[config.mk]
export PLATFORM = sky130hd
export DESIGN_NAME = psvm_ctrl
export DESIGN_NICKNAME = d
export VERILOG_FILES = /design/src/design/psvm_pkg.sv /design/src/design/psvm_ctrl.sv
export SDC_FILE = /design/constraint.sdc
export NUM_CORES = 1
export LEC_CHECK = 0
export BUFFER_PORTS_ARGS = -buffer_cell sky130_fd_sc_hd__buf_2
export CORE_AREA = 2 2 39 41
export CTS_CLUSTER_SIZE = 10
export DETAILED_ROUTE_END_ITERATION = 16
export DIE_AREA = 0 0 41 43
export GPL_ROUTABILITY_DRIVEN = 0
export GPL_TIMING_DRIVEN = 0
export REMOVE_ABC_BUFFERS = 1
export SETUP_SLACK_MARGIN = 0.2
export SYNTH_ARGS = -nofsm -noshare
export SYNTH_HDL_FRONTEND = slang
export SYNTH_SLANG_ARGS = --single-unit
[constraint.sdc]
create_clock -name clk -period 1.4 [get_ports clk]
set_input_delay 0.14 -clock clk [delete_from_list [all_inputs] [get_ports clk]]
set_output_delay 0.14 -clock clk [all_outputs]
set_load 0.05 [all_outputs]
[src/design/psvm_pkg.sv]
// Shared types and constants for the polyphonic sample voice mixer.
package psvm_pkg;

  // Item kinds carried on the input channel's tuser
  localparam logic [1:0] FUNC_SCAN  = 2'd0;
  localparam logic [1:0] FUNC_TICK  = 2'd1;
  localparam logic [1:0] FUNC_WRITE = 2'd2;

  // Configuration register indexes
  localparam int unsigned CFG_IDX_W = 1;
  localparam logic [CFG_IDX_W-1:0] REG_PRESS_THRESHOLD = 1'd0;
  localparam logic [CFG_IDX_W-1:0] REG_NOTE_LENGTH     = 1'd1;

  // Field widths
  localparam int unsigned FUNC_W    = 2;
  localparam int unsigned KEY_W     = 4;
  localparam int unsigned READING_W = 17;
  localparam int unsigned SADDR_W   = 12;
  localparam int unsigned SVAL_W    = 8;
  localparam int unsigned THRESH_W  = 16;
  localparam int unsigned POS_W     = 12;
  localparam int unsigned LEVEL_W   = 8;
  localparam int unsigned CFG_DATA_W = 16;
  localparam int unsigned IN_DATA_W  = 48;
  localparam int unsigned OUT_DATA_W = 8;

  // Input tdata field offsets
  localparam int unsigned KEY_LSB     = 0;
  localparam int unsigned READING_LSB = KEY_LSB + KEY_W;
  localparam int unsigned SADDR_LSB   = READING_LSB + READING_W;
  localparam int unsigned SVAL_LSB    = SADDR_LSB + SADDR_W;

  // Register reset values
  localparam logic [THRESH_W-1:0] THRESHOLD_RESET = 16'd20;
  localparam logic [POS_W-1:0]    LENGTH_RESET    = 12'd2400;

  // Controller to datapath commands
  typedef struct packed {
    logic scan;        // apply a key-scan reading
    logic write;       // store one sample byte
    logic tick_start;  // clear the mix sum and voice counter
    logic step;        // process the voice under the counter
    logic scale;       // multiply the sum by the reciprocal
    logic load_out;    // load the level into the output register
  } cmd_t;

  // Datapath to controller status
  typedef struct packed {
    logic last_voice;  // counter is on the last voice
    logic out_free;    // output register can take a new level
  } sts_t;

endpackage

[src/design/psvm_ctrl.sv]
// Controller state machine: sequences one tick over all voices.
module psvm_ctrl (
  input  logic                          clk,
  input  logic                          rst_n,
  input  logic                          in_tvalid,
  output logic                          in_tready,
  input  logic [psvm_pkg::FUNC_W-1:0]   in_func,
  input  psvm_pkg::sts_t                sts,
  output psvm_pkg::cmd_t                cmd
);

  localparam logic [2:0] S_IDLE  = 3'd0;
  localparam logic [2:0] S_RUN   = 3'd1;
  localparam logic [2:0] S_DRAIN = 3'd2;
  localparam logic [2:0] S_SCALE = 3'd3;
  localparam logic [2:0] S_OUT   = 3'd4;

  logic [2:0] state_r, state_nxt;
  logic       accept;

  assign in_tready = (state_r == S_IDLE);
  assign accept    = in_tvalid && in_tready;

  // Next state and command decode
  always_comb begin
    state_nxt = state_r;
    cmd       = '0;
    unique case (state_r)
      S_IDLE: begin
        if (accept) begin
          unique case (in_func)
            psvm_pkg::FUNC_SCAN:  cmd.scan = 1'b1;
            psvm_pkg::FUNC_WRITE: cmd.write = 1'b1;
            psvm_pkg::FUNC_TICK: begin
              cmd.tick_start = 1'b1;
              state_nxt      = S_RUN;
            end
            default: ;
          endcase
        end
      end
      S_RUN: begin
        cmd.step = 1'b1;
        if (sts.last_voice) state_nxt = S_DRAIN;
      end
      S_DRAIN: state_nxt = S_SCALE;
      S_SCALE: begin
        cmd.scale = 1'b1;
        state_nxt = S_OUT;
      end
      S_OUT: begin
        if (sts.out_free) begin
          cmd.load_out = 1'b1;
          state_nxt    = S_IDLE;
        end
      end
      default: state_nxt = S_IDLE;
    endcase
  end

  always_ff @(posedge clk) begin
    if (!rst_n) begin
      state_r <= S_IDLE;
    end else begin
      state_r <= state_nxt;
    end
  end

endmodule

* Word level (Yosys, flattened, before mapping)
Index checks and enable logic that the tools add are counted.
** Operators by class
- Reduce and logical (&&, ||, !) cells :: 4
- Eq/ne operators :: 10
- Mux-type cells :: 14
** Operator list (count)
- $mux W3 :: 6
- $pmux W3 S5 :: 1
- $mux W1 :: 7
- $eq A3 B2 Y1 const B :: 2
- $ne A2 B1 Y1 const B :: 2
- $ne A2 B2 Y1 const B :: 2
- $reduce_and A4 Y1 :: 1
- $eq A3 B1 Y1 const B :: 1
- $eq A3 B3 Y1 const B :: 1
- $logic_not A3 Y1 :: 1
- $eq A2 B1 Y1 const B :: 1
- $eq A2 B2 Y1 const B :: 1
- $logic_not A2 Y1 :: 1
- $logic_and A1 B1 Y1 :: 1
** Word-level totals
- Flip-flop bits (word level) :: 3
- Output and inout port bits :: 7

* Longest topological paths before layout
Gate-level depths: netlist of the first run.
- Word-level depth :: 4
- Mapped depth :: 3
- Depth with buffers taken out :: 2

* Worst setup path before layout of the first run
OpenSTA, ideal clock, no wires.
- Path type :: reg-to-output
- Start point :: reg state_r[1]
- End point :: out cmd[3] in the netlist's numbering
- Buffers on the path :: 1
- Required time :: 1.260 ns
- Slack :: -0.710 ns
- Arrival time :: 1.970 ns
- Cell stages (with the launch flop) :: 3
- Cells stage by stage :: dfxtp_1 > buf_4 > nor4_1
** RTL lines
- start, declared :: line psvm_ctrl.sv:18 : logic [2:0] state_r, state_nxt;
- start signal, assigned :: line psvm_ctrl.sv:65 : state_r <= state_nxt;
- end, declared :: line psvm_ctrl.sv:9 : output psvm_pkg::cmd_t cmd

==> metrics.cfg, run 1 <==
[status]
status = finished, final reports clean

[global_route]
grt_max_degree = 10
grt_pass1_vias = 238
grt_overflow_total = 0
grt_use_total_pct = 7.430
antenna_found_initial = 0
grt_pass1_wl_um = 862

[final_layout]
final_common_cell = buf_2
instances_no_fill = 55
final_cell_mix = buf_2, buf_4, clkbuf_4, buf_6
largest_reg_flops = 3
final_nets = 47
drive_gt1_share_pct = 64.10
reg_top3 = state_r: 3 flops
area_delta_synth_final_pct = 68.93
design_area_sq_um = 374.1
ff_latch_area_sq_um = 68.82
fillers = 155
regMostFlops = state_r
multi_input_area_sq_um = 145.1
antenna-diode-count = 0

[sta]
setup_viol = 0
rsz0062_at_grt = yes
relSlewSlack_pct = 84.76
slew_violations = 0
fin_crit_ns = 1.307
fin_crit_sh_pct = 93.39
hold_ws_ns = 0.1388
fmax_mhz = 764.8
fin_tns_setup_ns = 0
hold_violations = 0
tightest_slew_ns = 0.2265
fin_worst_skew_ns = 0.002559

[clock_tree]
clk_latency_ns = 0.23
cts.reportedPaths.clkPinSlew_ns = 0.04
cts_buffers = 3
clockBufferDepth = 2
clock-sinks = 3
cts-root-buf = clkbuf_4
htree_num_levels = 1
cts_tree = done
cts.hold.buffers_added = 0

[pwr]
power.total_uw = 360.9
p_int_uw = 240.4
power_density_nw_per_um2 = 964.8
ir_drop_mv = 0.2826
p_comb_share_pct = 30.0
p_seq_share_pct = 28.4
sw_frac_of_total_pct = 33.39
pwr-share-clk_pct = 41.6
leakagePower_uw = 0.0001666
switchingPower_uw = 120.5

[setup_path]
arrival_ns = 1.17
crit_required_ns = 1.26
criticalPathCategory = reg2out
critical_path.max_fanout = 7
endpoint_kind = output pin
start_kind = flop

[floorplan]
row_count = 14
num_io_pins = 14
die_x_um = 41
start_util_pct = 16.00
core_area_sq_um = 1384
die-area_sq_um = 1763
die_y_um = 43

[synthesis]
ys_warn_count = 0
syn_area_per_cell_sq_um = 10.07
synth_top_family_by_area = simple AND/OR/NAND/NOR gates
ys_types = 17
synthSimpleGateAreaFrac_pct = 51.98
synthAdderAreaFrac_pct = 0
ys_ff_latch = 3
syn_inst = 22
muxShareOfSynthArea_pct = 0
netlist_area_sq_um = 221.5
synthXorXnorAreaFrac_pct = 0
synth_compound_area_share_pct = 12.43
ys_seq_area_share_pct = 27.12

[worst_hold_path]
hold_class = in2reg

[drt]
drt-total-wl_um = 557
firstDrtPassIters = 1
drc = 0
ant_nets = 0
via_count = 245
wl_per_cell_um = 10.13
vias_per_cell = 4.455
drtIter0Drc = 0

[place]
dp_cells = 49
buffer_ports.inserted = 13
dpl.hpwl_um = 373
place_area_sq_um = 287.8

[job]
max_cap_violations = 0

[path summary, 6_finish.rpt]
kind	startpoint	to	slack, ns	cells after the start
setup reg to reg	state_r[0]	state_r[2]	0.46	3
hold reg to reg	state_r[1]	state_r[1]	0.54	2
setup / recovery	state_r[2]	cmd[5]	0.09	3
hold / removal	rst_n	state_r[2]	0.14	2
[logic make-up (layout without fill, tap and decap cells)]
logic type	count (synthesis)	after routing
DFF	3	3
and+or+nand+nor	13	13
buffers and inverters	2	19
AOI/OAI and AO/OA	4	4
[cell type report]
| type | count | share of cell area, % |
|---|---|---|
| multi-input cells | 17 | 38.80 |
| well taps | 16 | 5.351 |
| flip-flops and latches | 3 | 18.39 |
| repair buffers | 15 | 30.43 |
| clock buffers | 4 | 7.023 |
[through the flow]
step	util, %	setup WS [ns]
floorplan	-	-0.6826
global placement	20.80	0.1846
detailed placement	20.80	0.1827
CTS	25.68	0.07819
global route	27.03	0.002644
finish	27.03	0.09250
[worst max-delay path: stages, from the launching register on]
cell and delay (ns):
dfxtp_2 0.35, nor3_4 0.20, and4bb_1 0.23, buf_6 0.16
[synth_stat cells]
master	count	area, sq um
and3b_1	1	8.760
buf_4	1	7.510
buf_6	1	11.26
o21a_1	2	15.01
nor4b_2	1	15.01
nand3b_1	2	15.01
dfxtp_1	3	60.06
nor3b_1	1	7.510
a21oi_1	1	5.000
and3_2	1	7.510
nand2b_1	2	12.51
and4b_1	1	10.01
nor2_1	1	3.750
a211oi_1	1	7.510
nor3_4	1	16.27
and4bb_1	1	12.51
nor4_1	1	6.260
[power by group through the flow]
stage	combinational [uW]	sequential, uW	clock [uW]
after floorplan	67.6	102	0
after global placement	90.5	104	0
after detailed placement	91.5	105	0
after CTS	98.3	104	160
after global routing	116	104	172
final	108	103	150
[routing by layer]
metal / global-route usage (%) / up-vias / part of all wire (%)
met1: 9.646 / 116 / 39
met2: 9.063 / 9 / 55
met3: 1.571 / 0 / 6.5
met5: 0 / - / 0
met4: 8.000 / 0 / 0
li1: - / 120 / -
[timing repair]
item / in CTS / in global routing
setup buffers: 0 / 2
pin swaps: 3 / 2
resized for setup: 16 / 1
gates cloned: 0 / 0
setup endpoints to repair: 7 / 7
No activity file was read; power rests on OpenSTA's default activity.
==> run 2: changes to the inputs <==
--- a/config.mk
+++ b/config.mk
@@ -11,8 +11,7 @@
 export DETAILED_ROUTE_END_ITERATION = 16
 export DIE_AREA = 0 0 41 43
 export GPL_ROUTABILITY_DRIVEN = 0
-export GPL_TIMING_DRIVEN = 0
-export REMOVE_ABC_BUFFERS = 1
+export RECOVER_POWER = 100
 export SETUP_SLACK_MARGIN = 0.2
 export SYNTH_ARGS = -nofsm -noshare
 export SYNTH_HDL_FRONTEND = slang
==> metrics.cfg, run 2 (synthesized netlist as in run 1, its figures left out) <==
[setup_path]
criticalPathCategory = reg2out
arrival_ns = 1.21  ; +0.04 ns
start_kind = flop
reg2regPathDepth = 4  ; +1
critPathMaxStageDelay_ns = 0.36  ; about the same
r2r_start = state_r[1]
crit_path_top_delay_cell = dfxtp_4
endpoint_kind = output pin
critical_path.max_fanout = 5  ; -2
path_cells = nor3_4, and4bb_4, buf_8
r2r-end = state_r[2]
r2r_slack_ns = 0.37  ; -0.09 ns
crit_required_ns = 1.26  ; about the same

[global_route]
grt_pass1_wl_um = 1083  ; +26%
grt_max_degree = 10  ; unchanged
grt_pass1_vias = 247  ; +3.8%
antenna_found_initial = 0  ; unchanged
grt_overflow_total = 0  ; unchanged
grt_use_total_pct = 9.337  ; +1.9 points

[final_layout]
final_cell_mix = buf_2, buf_8, buf_4
largest_reg_flops = 3  ; unchanged
antenna-diode-count = 0  ; unchanged
final_common_cell = buf_2
final_nets = 52  ; +11%
area_delta_synth_final_pct = 115.3
regMostFlops = state_r
reg_top3 = state_r: 3 flops
drive_gt1_share_pct = 77.27  ; +13 points

[drt]
drtIter0Drc = 2  ; +2
via_count = 263  ; +7.3%
vias_per_cell = 4.383  ; -1.6%
wl_per_cell_um = 11.27  ; +11%
firstDrtPassIters = 2  ; +1
ant_nets = 0  ; unchanged
drt-total-wl_um = 676  ; +21%
drc = 0  ; unchanged

[sta]
relSlewSlack_pct = 85.15  ; +0.39 points
fin_worst_skew_ns = 0.006063  ; +0.003504 ns
hold_ws_ns = 0.1202  ; -0.01857 ns
fmax_mhz = 738.6  ; -3.4%
rsz0062_at_grt = yes
setup_viol = 0  ; unchanged
hold_violations = 0  ; unchanged
fin_crit_sh_pct = 96.71  ; +3.3 points
fin_crit_ns = 1.354  ; +0.04638 ns
slew_violations = 0  ; unchanged
tightest_slew_ns = 0.2211  ; -0.005382 ns
fin_tns_setup_ns = 0  ; unchanged

[pwr]
power_density_nw_per_um2 = 865.9  ; -10%
ir_drop_mv = 0.3152  ; +12%
leakagePower_uw = 0.0002038  ; +22%

[clock_tree]
clockBufferDepth = 2  ; unchanged
cts.hold.buffers_added = 0  ; unchanged
clock-sinks = 3  ; unchanged
cts.reportedPaths.clkPinSlew_ns = 0.04  ; about the same
cts_tree = done
clk_latency_ns = 0.24  ; about the same
cts_buffers = 3  ; unchanged
cts-root-buf = clkbuf_4
htree_num_levels = 1  ; unchanged

[worst_hold_path]
worstHoldPathCells = 2  ; unchanged
hold_class = in2reg
min_to = state_r[2]
hold_start = rst_n

[place]
dpl.hpwl_um = 418.1  ; +12%
buffer_ports.inserted = 13  ; unchanged

[floorplan]
start_util_pct = 16.00  ; unchanged
num_io_pins = 14  ; unchanged
row_count = 14  ; unchanged
core_area_sq_um = 1384  ; unchanged
die_y_um = 43  ; unchanged
die-area_sq_um = 1763  ; unchanged
die_x_um = 41  ; unchanged

[status]
status = finished, final reports clean

[synthesis]
synth_nets = 29

[job]
max_cap_violations = 0  ; unchanged

==> run 2: how the worst max path moves through the flow <==
stage	from	endpoint	slack, ns	cells after the start
floorplan	state_r[1]	cmd[4]	-0.11	3
global placement	state_r[1]	cmd[4]	0.13	3
detailed placement	state_r[1]	cmd[5]	0.12	3
CTS	state_r[2]	cmd[5]	0.03	3
global route	state_r[1]	cmd[5]	-0.01	3
finish	state_r[1]	cmd[5]	0.05	3
==> run 2: cell type report <==
type	count	area, sq um
flip-flops and latches	3	71.32
well taps	16	20.02
clock buffers	4	26.28
repair buffers	20	187.7
multi-input cells	17	171.4
fillers	143	907.1
==> run 2: where the power goes <==
part           total [uW]  switching (uW)  internal, uW  leakage [uW]
combinational         155            77.5          77.7      0.000162
sequential           99.0            10.4          88.5     0.0000267
clock                 159            51.3           107     0.0000150
total                 413             139           273      0.000204
==> run 2: timing repair <==
action | in CTS | in global routing
hold endpoints to repair | 0 | 0
setup buffers | 1 | 5
resized for setup | 19 | 10
setup endpoints to repair | 7 | 7
pin swaps | 4 | 5
==> run 2: metal layers <==
| metal | vias to the layer above | global-route usage, % | part of all wire (%) |
|---|---|---|---|
| met4 | 0 | 8.000 | 0 |
| li1 | 129 | - | - |
| met5 | - | 0 | 0 |
| met3 | 0 | 3.665 | 5.3 |
| met1 | 129 | 10.61 | 41 |
| met2 | 5 | 12.81 | 54 |
==> run 2: metrics by stage <==
| stage | utilization, % | instance area, sq um | std cells | setup WS, ns | power, uW |
|---|---|---|---|---|---|
| after floorplan | - | 252.7 | 22 | -0.1075 | 188.3 |
| after global placement | 23.33 | 322.8 | 50 | 0.1262 | 206.1 |
| after detailed placement | 23.33 | 322.8 | 50 | 0.1248 | 206.8 |
| after CTS | 29.57 | 409.1 | 55 | 0.03451 | 386.0 |
| after global routing | 34.45 | 476.7 | 60 | -0.01123 | 436.3 |
| final | 34.45 | 476.7 | 60 | 0.04612 | 412.8 |
==> run 2: worst max-delay path: cells and delay by family (launching register included) <==
kind                   cells  cell delay, ns
AND/OR/NAND/NOR            2            0.47
flip-flops                 1            0.36
buffers and inverters      1            0.14
==> run 3: changes to the inputs <==
==> constraint.sdc (replaced) <==
create_clock -name clk -period 1.2 [get_ports clk]
set_input_delay 0.12 -clock clk [delete_from_list [all_inputs] [get_ports clk]]
set_output_delay 0.12 -clock clk [all_outputs]
set_load 0.05 [all_outputs]
==> metrics.cfg, run 3 (synthesized netlist as in run 1, its figures left out) <==
[status]
status = finished with violations
failed_checks = setup timing

[final_layout]
utilization_pct = 35.53  ; +1.1 points
final_common_cell = buf_2
area_delta_synth_final_pct = 122.0
regMostFlops = state_r
final_nets = 52  ; unchanged
final_cell_mix = buf_2, buf_4, buf_6, buf_8
reg_top3 = state_r: 3 flops
largest_reg_flops = 3  ; unchanged
drive_gt1_share_pct = 81.82  ; +4.5 points
antenna-diode-count = 0  ; unchanged

[pwr]
p_seq_share_pct = 24.3  ; +0.3 points
leakagePower_uw = 0.0002031  ; -0.35%
sw_frac_of_total_pct = 35.43  ; +1.7 points
ir_drop_mv = 0.6314  ; +100%
p_int_uw = 308.5  ; +13%
pwr-share-clk_pct = 38.9  ; +0.5 points
switchingPower_uw = 169.3  ; +22%
power.total_uw = 477.7  ; +16%
power_density_nw_per_um2 = 971.5  ; +12%
p_comb_share_pct = 36.7  ; -0.9 points

[drt]
drt-total-wl_um = 712  ; +5.3%
vias_per_cell = 4.250  ; -3.0%
ant_nets = 0  ; unchanged
drc = 0  ; unchanged
wl_per_cell_um = 11.87  ; +5.3%
via_count = 255  ; -3.0%
firstDrtPassIters = 4  ; +2
drtIter0Drc = 6  ; +4

[sta]
fmax_mhz = 746.2
relSlewSlack_pct = 83.36  ; -1.8 points
fin_crit_sh_pct = 111.7
rsz0062_at_grt = yes
slew_violations = 0  ; unchanged
setup_viol = 6  ; +6
hold_ws_ns = 0.1131  ; -0.007088 ns
tightest_slew_ns = 0.2514  ; +0.03024 ns
hold_violations = 0  ; unchanged
fin_worst_skew_ns = 0.002391  ; -0.003672 ns
worst_slack_ns = -0.1401  ; -0.1862 ns
fin_crit_ns = 1.340

[setup_path]
r2r-end = state_r[2]
endpoint_kind = output pin
arrival_ns = 1.22  ; about the same
criticalPathCategory = reg2out
critical_path.max_fanout = 5  ; unchanged
r2r_slack_ns = 0.22  ; -0.15 ns
start_kind = flop
crit_required_ns = 1.08  ; -0.18 ns
r2r_start = state_r[0]
reg2regPathDepth = 3  ; -1

[global_route]
grt_max_degree = 7  ; -3
grt_pass1_vias = 276  ; +12%
grt_overflow_total = 0  ; unchanged
grt_use_total_pct = 9.538  ; +0.20 points
antenna_found_initial = 0  ; unchanged
grt_pass1_wl_um = 1076  ; -0.65%

[worst_hold_path]
worstHoldPathCells = 2  ; unchanged
min_to = state_r[2]
hold_class = in2reg
hold_start = rst_n

[floorplan]
core_area_sq_um = 1384  ; unchanged
die_y_um = 43  ; unchanged
num_io_pins = 14  ; unchanged
die_x_um = 41  ; unchanged
start_util_pct = 16.00  ; unchanged
row_count = 14  ; unchanged
die-area_sq_um = 1763  ; unchanged

[clock_tree]
cts.reportedPaths.clkPinSlew_ns = 0.04  ; about the same
htree_num_levels = 1  ; unchanged
cts_tree = done
clk_latency_ns = 0.24  ; about the same
cts_buffers = 3  ; unchanged
cts-root-buf = clkbuf_4
cts.hold.buffers_added = 0  ; unchanged
clockBufferDepth = 2  ; unchanged
clock-sinks = 3  ; unchanged

[synthesis]
synth_nets = 29  ; unchanged

[job]
max_cap_violations = 0  ; unchanged

[place]
dpl.hpwl_um = 442.1  ; +5.7%
buffer_ports.inserted = 13  ; unchanged

[run 3: cell count changes in the layout (fill, tap and decap cells not counted)]
| cell | before | now |
|---|---|---|
| buf_2 | 6 | 7 |
| a211oi_2 | 0 | 1 |
| and3_2 | 1 | 0 |
| and3_4 | 0 | 1 |
| nor2_4 | 0 | 1 |
| a211oi_1 | 1 | 0 |
| buf_8 | 5 | 4 |
| nor2_1 | 1 | 0 |
| nor4b_2 | 1 | 0 |
| nor4b_4 | 0 | 1 |
[run 3: timing repair]
action / 4_1_cts / 5_1_grt
buffers inserted: 3 / 2
endpoints found under the setup margin: 9 / 9
pin swaps: 5 / 3
gates resized for setup: 23 / 4
[run 3: area by class of cell]
cell class / count / area, sq um
repair buffers: 20 / 177.7
well taps: 16 / 20.02
flip-flops and latches: 3 / 71.32
clock buffers: 4 / 26.28
multi-input cells: 17 / 196.4
fillers: 135 / 892.1
[run 3: power groups by stage]
stage          Clock (uW)  Sequential [uW]  Combinational, uW
2_1_floorplan           0              110                110
3_3_place_gp            0              121                127
3_5_place_dp            0              121                128
4_1_cts               183              117                159
5_1_grt               206              117                185
6_report              186              116                175
[run 3: worst max path at each step]
stage	startpoint	endpoint	slack, ns	cells past startpoint
4_1_cts	state_r[1]	cmd[4]	-0.14	3
3_5_place_dp	state_r[0]	cmd[4]	-0.04	3
6_report	state_r[1]	cmd[4]	-0.14	3
3_3_place_gp	state_r[0]	cmd[4]	-0.02	3
2_1_floorplan	state_r[1]	cmd[4]	-0.29	3
5_1_grt	state_r[2]	cmd[4]	-0.20	3
[run 3: stage by stage]
| step | setup slack, ns | area [sq um] | setup TNS, ns | instances |
|---|---|---|---|---|
| floorplan | -0.2874 | 259.0 | -0.6004 | 22 |
| global placement | -0.02092 | 336.6 | -0.04182 | 51 |
| detailed placement | -0.04136 | 336.6 | -0.07768 | 51 |
| CTS | -0.1445 | 455.4 | -0.5053 | 58 |
| global route | -0.1968 | 491.7 | -0.8007 | 60 |
| finish | -0.1401 | 491.7 | -0.5275 | 60 |
[run 3: worst max-delay path, cell delays in order (launching register included)]
cell     delay [ns]
dfxtp_4        0.35
nor3_4         0.22
and4b_4        0.26
buf_8          0.14
[run 3: routing by layer]
metal  vias to the layer above  GRT usage [%]  routed length [um]
met1                       116          9.968                 303
met3                         0          3.665                  46
met5                         -              0                   0
li1                        126              -                   -
met2                        13          15.00                 362
met4                         0          6.000                   0
